`src/sv/printf_to_brace_format_converter_core_assert.svh`:
```
// Assertion macros for the printf to brace format converter.
// Included by the RTL modules that carry concurrent checks; no other dependencies.
`ifndef PRINTF_TO_BRACE_FORMAT_CONVERTER_CORE_ASSERT_SVH
`define PRINTF_TO_BRACE_FORMAT_CONVERTER_CORE_ASSERT_SVH
`ifndef SYNTHESIS
// same-cycle implication, checked on every rising edge outside reset
`define P2B_ASSERT(lbl, clk, rst_n, ante, cons) \
	lbl: assert property (@(posedge clk) disable iff (!rst_n) (ante) |-> (cons)) \
		else $error("p2b assertion failed");
// next-cycle implication
`define P2B_ASSERT_NEXT(lbl, clk, rst_n, ante, cons) \
	lbl: assert property (@(posedge clk) disable iff (!rst_n) (ante) |=> (cons)) \
		else $error("p2b assertion failed");
`else
`define P2B_ASSERT(lbl, clk, rst_n, ante, cons)
`define P2B_ASSERT_NEXT(lbl, clk, rst_n, ante, cons)
`endif
`endif

```
`src/sv/p2b_pkg.sv`:
```
// Shared types and constants for the printf to brace format converter.
// No dependencies.
`timescale 1ns / 1ps
package p2b_pkg;

	// scan mode codes
	localparam logic [1:0] MODE_PLAIN = 2'd0;
	localparam logic [1:0] MODE_PCT   = 2'd1;
	localparam logic [1:0] MODE_FLAG  = 2'd2;
	localparam logic [1:0] MODE_WIDTH = 2'd3;

	// characters of interest
	localparam logic [7:0] CH_PCT    = 8'h25; // '%'
	localparam logic [7:0] CH_LBRACE = 8'h7B; // '{'
	localparam logic [7:0] CH_RBRACE = 8'h7D; // '}'
	localparam logic [7:0] CH_COLON  = 8'h3A; // ':'
	localparam logic [7:0] CH_MINUS  = 8'h2D; // '-'
	localparam logic [7:0] CH_PLUS   = 8'h2B; // '+'
	localparam logic [7:0] CH_SPACE  = 8'h20; // ' '
	localparam logic [7:0] CH_ZERO   = 8'h30; // '0'
	localparam logic [7:0] CH_NINE   = 8'h39; // '9'

	localparam int MAX_OUT = 4;

	// expansion of one input byte
	typedef struct packed {
		logic [MAX_OUT-1:0][7:0] chars;     // output bytes, first in entry 0
		logic [2:0]              cnt;       // number of valid bytes, 0..4
		logic [1:0]              next_mode; // scan mode after this byte
	} p2b_exp_t;

endpackage

```
`src/sv/p2b_decode.sv`:
```
// Combinational expansion of one format-string byte into up to four output bytes.
// Depends on p2b_pkg.
`timescale 1ns / 1ps
module p2b_decode (
	input  logic [1:0]        scan_mode,
	input  logic [7:0]        in_char,
	input  logic              in_final,
	output p2b_pkg::p2b_exp_t expn
);
	import p2b_pkg::*;

	logic is_flag;
	logic is_digit;
	logic [MAX_OUT-1:0][7:0] chars;
	logic [2:0] n;
	logic [1:0] nxt;

	assign is_flag  = in_char inside {CH_MINUS, CH_PLUS, CH_SPACE, CH_ZERO};
	assign is_digit = in_char inside {[CH_ZERO:CH_NINE]};

	// expansion per scan mode, then close an open field on the final byte
	always_comb begin
		chars = '0;
		n     = 3'd0;
		nxt   = MODE_PLAIN;
		case (scan_mode)
			MODE_PLAIN: begin
				if (in_char == CH_PCT) begin
					if (in_final) begin
						chars[0] = CH_PCT;
						n        = 3'd1;
					end else begin
						nxt = MODE_PCT;
					end
				end else if (in_char inside {CH_LBRACE, CH_RBRACE}) begin
					chars[0] = in_char;
					chars[1] = in_char;
					n        = 3'd2;
				end else begin
					chars[0] = in_char;
					n        = 3'd1;
				end
			end
			MODE_PCT: begin
				if (in_char == CH_PCT) begin
					chars[0] = CH_PCT;
					n        = 3'd1;
				end else begin
					chars[0] = CH_LBRACE;
					chars[1] = CH_COLON;
					chars[2] = in_char;
					n        = 3'd3;
					if (is_flag) begin
						nxt = MODE_FLAG;
					end else if (is_digit) begin
						nxt = MODE_WIDTH;
					end else begin
						chars[3] = CH_RBRACE;
						n        = 3'd4;
					end
				end
			end
			MODE_FLAG: begin
				chars[0] = in_char;
				n        = 3'd1;
				if (is_digit) begin
					nxt = MODE_WIDTH;
				end else begin
					chars[1] = CH_RBRACE;
					n        = 3'd2;
				end
			end
			default: begin
				chars[0] = in_char;
				chars[1] = CH_RBRACE;
				n        = 3'd2;
			end
		endcase
		// string ends inside a field: close it (n is at most 3 here)
		if (in_final && nxt != MODE_PLAIN) begin
			chars[n[1:0]] = CH_RBRACE;
			n             = n + 3'd1;
			nxt           = MODE_PLAIN;
		end
	end

	assign expn.chars     = chars;
	assign expn.cnt       = n;
	assign expn.next_mode = nxt;

endmodule

```
`src/sv/printf_to_brace_format_converter_core.sv`:
```
// A byte accepted into the expansion buffer passes its results one at a time to the
// output register. Throughput: one output byte per cycle while m_axis_tready is high;
// an input with n results (1 to 4) holds the buffer until the single output register
// has drained it, so plain bytes stream at one per cycle unless the output stalls.
// Reset: arst_n clears scan mode and all valid flags asynchronously; output is idle.
// Top level of the printf to brace format converter; depends on p2b_pkg, p2b_decode.
`timescale 1ns / 1ps
`include "printf_to_brace_format_converter_core_assert.svh"
module printf_to_brace_format_converter_core (
	input  logic       clk,
	input  logic       arst_n,
	input  logic       s_axis_tvalid,
	output logic       s_axis_tready,
	input  logic [7:0] s_axis_tdata,  // [7:0] in_char
	input  logic       s_axis_tlast,  // in_final
	output logic       m_axis_tvalid,
	input  logic       m_axis_tready,
	output logic [7:0] m_axis_tdata,  // [7:0] out_char
	output logic       m_axis_tlast,  // run_last
	output logic       m_axis_tuser   // [0] text_end
);
	import p2b_pkg::*;

	logic [1:0] mode_q;
	p2b_exp_t   expn;

	// expansion buffer
	logic                    valid_s1;
	logic [MAX_OUT-1:0][7:0] chars_s1;
	logic [2:0]              cnt_s1;
	logic [1:0]              idx_s1;
	logic                    fin_s1;

	// output register
	logic       out_valid_q;
	logic [7:0] out_char_q;
	logic       out_last_q;
	logic       out_end_q;

	logic in_xfer;
	logic out_free;
	logic s1_move;
	logic s1_at_last;
	logic s1_done;

	p2b_decode u_decode (
		.scan_mode (mode_q),
		.in_char   (s_axis_tdata),
		.in_final  (s_axis_tlast),
		.expn      (expn)
	);

	// handshake and buffer advance
	assign out_free      = !out_valid_q || m_axis_tready;
	assign s1_move       = valid_s1 && out_free;
	assign s1_at_last    = ({1'b0, idx_s1} == (cnt_s1 - 3'd1));
	assign s1_done       = s1_move && s1_at_last;
	assign s_axis_tready = !valid_s1 || s1_done;
	assign in_xfer       = s_axis_tvalid && s_axis_tready;

	// scan mode moves on each accepted transfer
	always_ff @(posedge clk or negedge arst_n) begin
		if (!arst_n) begin
			mode_q <= MODE_PLAIN;
		end else if (in_xfer) begin
			mode_q <= expn.next_mode;
		end
	end

	// expansion buffer control; a byte with no results never enters it
	always_ff @(posedge clk or negedge arst_n) begin
		if (!arst_n) begin
			valid_s1 <= 1'b0;
			idx_s1   <= 2'd0;
		end else if (in_xfer && expn.cnt != 3'd0) begin
			valid_s1 <= 1'b1;
			idx_s1   <= 2'd0;
		end else if (s1_done) begin
			valid_s1 <= 1'b0;
		end else if (s1_move) begin
			idx_s1 <= idx_s1 + 2'd1;
		end
	end

	// expansion buffer payload
	always_ff @(posedge clk) begin
		if (in_xfer && expn.cnt != 3'd0) begin
			chars_s1 <= expn.chars;
			cnt_s1   <= expn.cnt;
			fin_s1   <= s_axis_tlast;
		end
	end

	// output register control
	always_ff @(posedge clk or negedge arst_n) begin
		if (!arst_n) begin
			out_valid_q <= 1'b0;
		end else if (out_free) begin
			out_valid_q <= valid_s1;
		end
	end

	// output register payload
	always_ff @(posedge clk) begin
		if (s1_move) begin
			out_char_q <= chars_s1[idx_s1];
			out_last_q <= s1_at_last;
			out_end_q  <= s1_at_last && fin_s1;
		end
	end

	assign m_axis_tvalid = out_valid_q;
	assign m_axis_tdata  = out_char_q;
	assign m_axis_tlast  = out_last_q;
	assign m_axis_tuser  = out_end_q;

	// checks
	`P2B_ASSERT(a_buf_index, clk, arst_n, valid_s1, cnt_s1 != 3'd0 && {1'b0, idx_s1} < cnt_s1)
	`P2B_ASSERT(a_end_is_last, clk, arst_n, m_axis_tvalid && m_axis_tuser, m_axis_tlast)
	`P2B_ASSERT_NEXT(a_final_clears_mode, clk, arst_n, in_xfer && s_axis_tlast, mode_q == MODE_PLAIN)
	`P2B_ASSERT(a_stall_needs_buf, clk, arst_n, !s_axis_tready, valid_s1)

endmodule

```
`config.mk`:
```
export PLATFORM = sky130hd
export DESIGN_NAME = printf_to_brace_format_converter_core
export DESIGN_NICKNAME = d
export VERILOG_FILES = /design/src/sv/p2b_pkg.sv /design/src/sv/p2b_decode.sv /design/src/sv/printf_to_brace_format_converter_core.sv
export VERILOG_INCLUDE_DIRS = /design/src /design/src/sv
export SDC_FILE = /design/constraint.sdc
export NUM_CORES = 1
export LEC_CHECK = 0
export BUFFER_PORTS_ARGS = -buffer_cell sky130_fd_sc_hd__clkbuf_2
export CORE_ASPECT_RATIO = 0.6
export CORE_MARGIN = 5
export CORE_UTILIZATION = 28
export DETAILED_ROUTE_END_ITERATION = 8
export PLACE_DENSITY = 0.56
export RECOVER_POWER = 25
export SYNTH_ARGS = -nofsm -noshare
export SYNTH_HDL_FRONTEND = slang
export SYNTH_SLANG_ARGS = --single-unit
```
`constraint.sdc`:
```
create_clock -name clk -period 6.45 [get_ports clk]
set_clock_uncertainty 0.05 [all_clocks]
set_input_delay 0 -clock clk [delete_from_list [all_inputs] [get_ports clk]]
set_output_delay 0 -clock clk [all_outputs]
set_load 0.02 [all_outputs]
```
==> impl_metrics.yaml <==
outcome:
  run_status: "completed"
timing:
  slew_viol_final: 0
  worst_pin_slew_ns: 0.862
  setup_slack_ns: 2.81
  min_period_ns: 3.64
  setup_viol: 0
  max-slew-margin-rel_pct: 42.5
  rsz0062_at_grt: "no"
  hold_viol_final: 0
  final.setup.tns_ns: 0
  fin_crit_sh_pct: 56.5
  clock.fmax_mhz: 275
clocking:
  path_clk_slew_ns: 0.06
  clk_latency_ns: 0.29
  cts.htree.levels: 2
  cts_tree: "done"
  post_cts_buffers: 0
  cts-resized-gates: 0
  cts_buffers: 5
  clock-root-buffer: "clkbuf_16"
  cts_hold_buf: 3
  clock-sinks: 45
  clock_path_buffers: 2
floorplan:
  rows: 26
  die_y_um: 82.4
  io-pin-count: 25
  initial_core_util_pct: 28.7
  core_mm2: 0.00852
  die_w_um: 131
  die_area_mm2: 0.0108
detailed_routing:
  wirelength_um: 5540
  drt_iter0_drc: 152
  vias: 1671
  vias_per_cell: 4.96
  drtPass1Iterations: 4
  route.antenna.remaining_nets: 0
  wl_per_cell_um: 16.4
  drc_errors: 0
synthesis:
  synthAdderAreaFrac_pct: 2.55
  syn_nets: 218
  synthSimpleGateAreaFrac_pct: 18.9
  synth_cells: 200
  ys_seq_area_share_pct: 54.0
  synth_edf_count: 39
  syn_area_mm2: 0.00245
  synth.avg_cell_area_um2: 12.2
  synth_xor_area_share_pct: 1.79
  muxShareOfSynthArea_pct: 7.15
  synth_top_family_by_area: "simple AND/OR/NAND/NOR gates"
  yosys.cell_types.count: 53
  synth_compound_gate_area_share_pct: 12.4
  synthArstFlopShare_pct: 13.3
  synth_ff_type: "edfxtp_1"
  ys_ff_latch: 45
  yosysWarnings: 0
layout:
  post-route-util_pct: 33.3
  area_growth_pct: 15.8
  final_common_cell: "edfxtp_1"
  nets: 242
  filler_cell_count: 847
  final_area_mm2: 0.00284
  drive_gt1_share_pct: 17.8
  layout_common_cells: "edfxtp_1 (39), nand2_1 (19), clkbuf_1 (14)"
  n_antenna_cell: 0
place:
  dp_slack_ns: 2.89
  portBuffers: 24
  place_congestion: 0.922
  dpl_cell_area_mm2: 0.00266
  place_hpwl_um: 4120
setup_path:
  required_ns: 6.35
  start_kind: "flop"
  critical_path_class: "reg2reg"
  r2r_setup_slack_ns: 2.81
  crit_fanout: 29
  end_kind: "flop"
  arrival_ns: 3.54
global_route:
  antenna_found_initial: 0
  grt_pass1_wl_um: 8810
  grt_max_degree: 30
  grt.total_usage_pct: 11.2
  grt_pass1_vias: 1566
  grt_overflow: 0
pwr:
  seq_power_share_pct: 47.1
  vdd_drop_max_mv: 0.113
  p_per_area_mw_per_mm2: 328
  power_switching_mw: 0.267
  leakage_nw: 1.07
  p_clk_share_pct: 30.9
  p_comb_share_pct: 22.0
  switching_share_pct: 28.7
  p_int_mw: 0.662
run:
  maxCapViolations: 0
min_path:
  hold_class: "in2reg"
==> sequential cells by signal (all words and copies together), names as in the netlist <==
register	count
fin_s1	1
chars_s1	25
m_axis_tuser	1
m_axis_tlast	1
valid_s1	1
idx_s1	2
m_axis_tdata	8
cnt_s1	3
m_axis_tvalid	1
mode_q	2
==> cell families after synthesis <==
logic type	after synthesis
AO/OA/AOI/OAI	40
adder cells (fa/ha/maj)	5
multiplexers	10
buffers and inverters	15
XOR/XNOR	5
other	1
flip-flops	45
AND/OR/NAND/NOR	79
==> power by group through the flow <==
stage,sequential (mW),clock (mW),combinational [mW]
final,0.438,0.287,0.204
after global routing,0.445,0.308,0.222
after CTS,0.440,0.297,0.214
after detailed placement,0.446,0,0.211
after global placement,0.444,0,0.212
after floorplan,0.444,0,0.145
==> stage by stage <==
step,hold slack [ns],power (mW),cells
final,0.0529,0.929,337
after global routing,0.0519,0.976,337
after CTS,0.0149,0.951,337
after detailed placement,-0.220,0.657,326
after global placement,-0.221,0.656,326
after floorplan,-0.346,0.588,200
==> layer usage <==
| layer | share of wire, % | global-route usage [%] | up-vias |
|---|---|---|---|
| met5 | 0 | 0 | - |
| met3 | 8.4 | 1.99 | 7 |
| li1 | - | - | 793 |
| met2 | 37 | 13.5 | 71 |
| met4 | 2.1 | 5.24 | 0 |
| met1 | 53 | 18.4 | 800 |
==> cell type report <==
class / instances / area (um^2) / area share (%)
inverter: 4 / 15.0 / 0.529
clock inverter: 2 / 38.8 / 1.37
clock buffer: 6 / 129 / 4.54
multi-input combinational: 140 / 1050 / 37.1
sequential: 45 / 1320 / 46.6
tap: 112 / 140 / 4.94
timing repair buffer: 28 / 141 / 4.98
==> path summary, 6_finish.rpt <==
check | from | endpoint | cells past startpoint
max in group asynchronous | arst_n | idx_s1[0] | 2
min in group asynchronous | arst_n | m_axis_tvalid | 2
hold reg to reg | valid_s1 | m_axis_tvalid | 1
setup reg to reg | mode_q[0] | chars_s1[16] | 10
hold / removal | s_axis_tdata[5] | chars_s1[21] | 2
setup / recovery | mode_q[0] | chars_s1[16] | 10
==> critical path, cell delays in order, from the launching register on <==
cell and delay [ns]:
dfrtp_1 0.56, nor2b_1 0.69, o211ai_1 0.18, a21oi_1 0.31, nand2b_4 0.23, ha_1 0.20
nand4b_1 0.14, o211ai_1 0.24, and2_1 0.23, or2_1 0.11, buf_4 0.34
==> cell usage after synthesis (2+ instances only) <==
cell	number	area share [%]
clkbuf_1	4	0.61
a21oi_1	11	2.2
dfrtp_1	6	6.1
inv_1	3	0.46
nand2_1	19	2.9
buf_2	4	0.82
a21o_1	7	2.1
and3_1	2	0.51
o211ai_1	4	1.2
o21a_1	3	0.92
edfxtp_1	39	48
mux4_2	6	5.5
nor4b_2	2	1.2
buf_6	2	0.92
or3b_2	3	1.1
nor4_1	2	0.51
nor3_1	3	0.61
nand3_1	10	2.0
xnor2_1	4	1.4
o21ai_0	4	0.82
and2_1	6	1.5
ha_1	5	2.6
nor2b_1	5	1.3
nor2_1	10	1.5
mux2i_1	4	1.6
nand2b_1	5	1.3
Note: power is estimated with default switching activity, not from simulation.
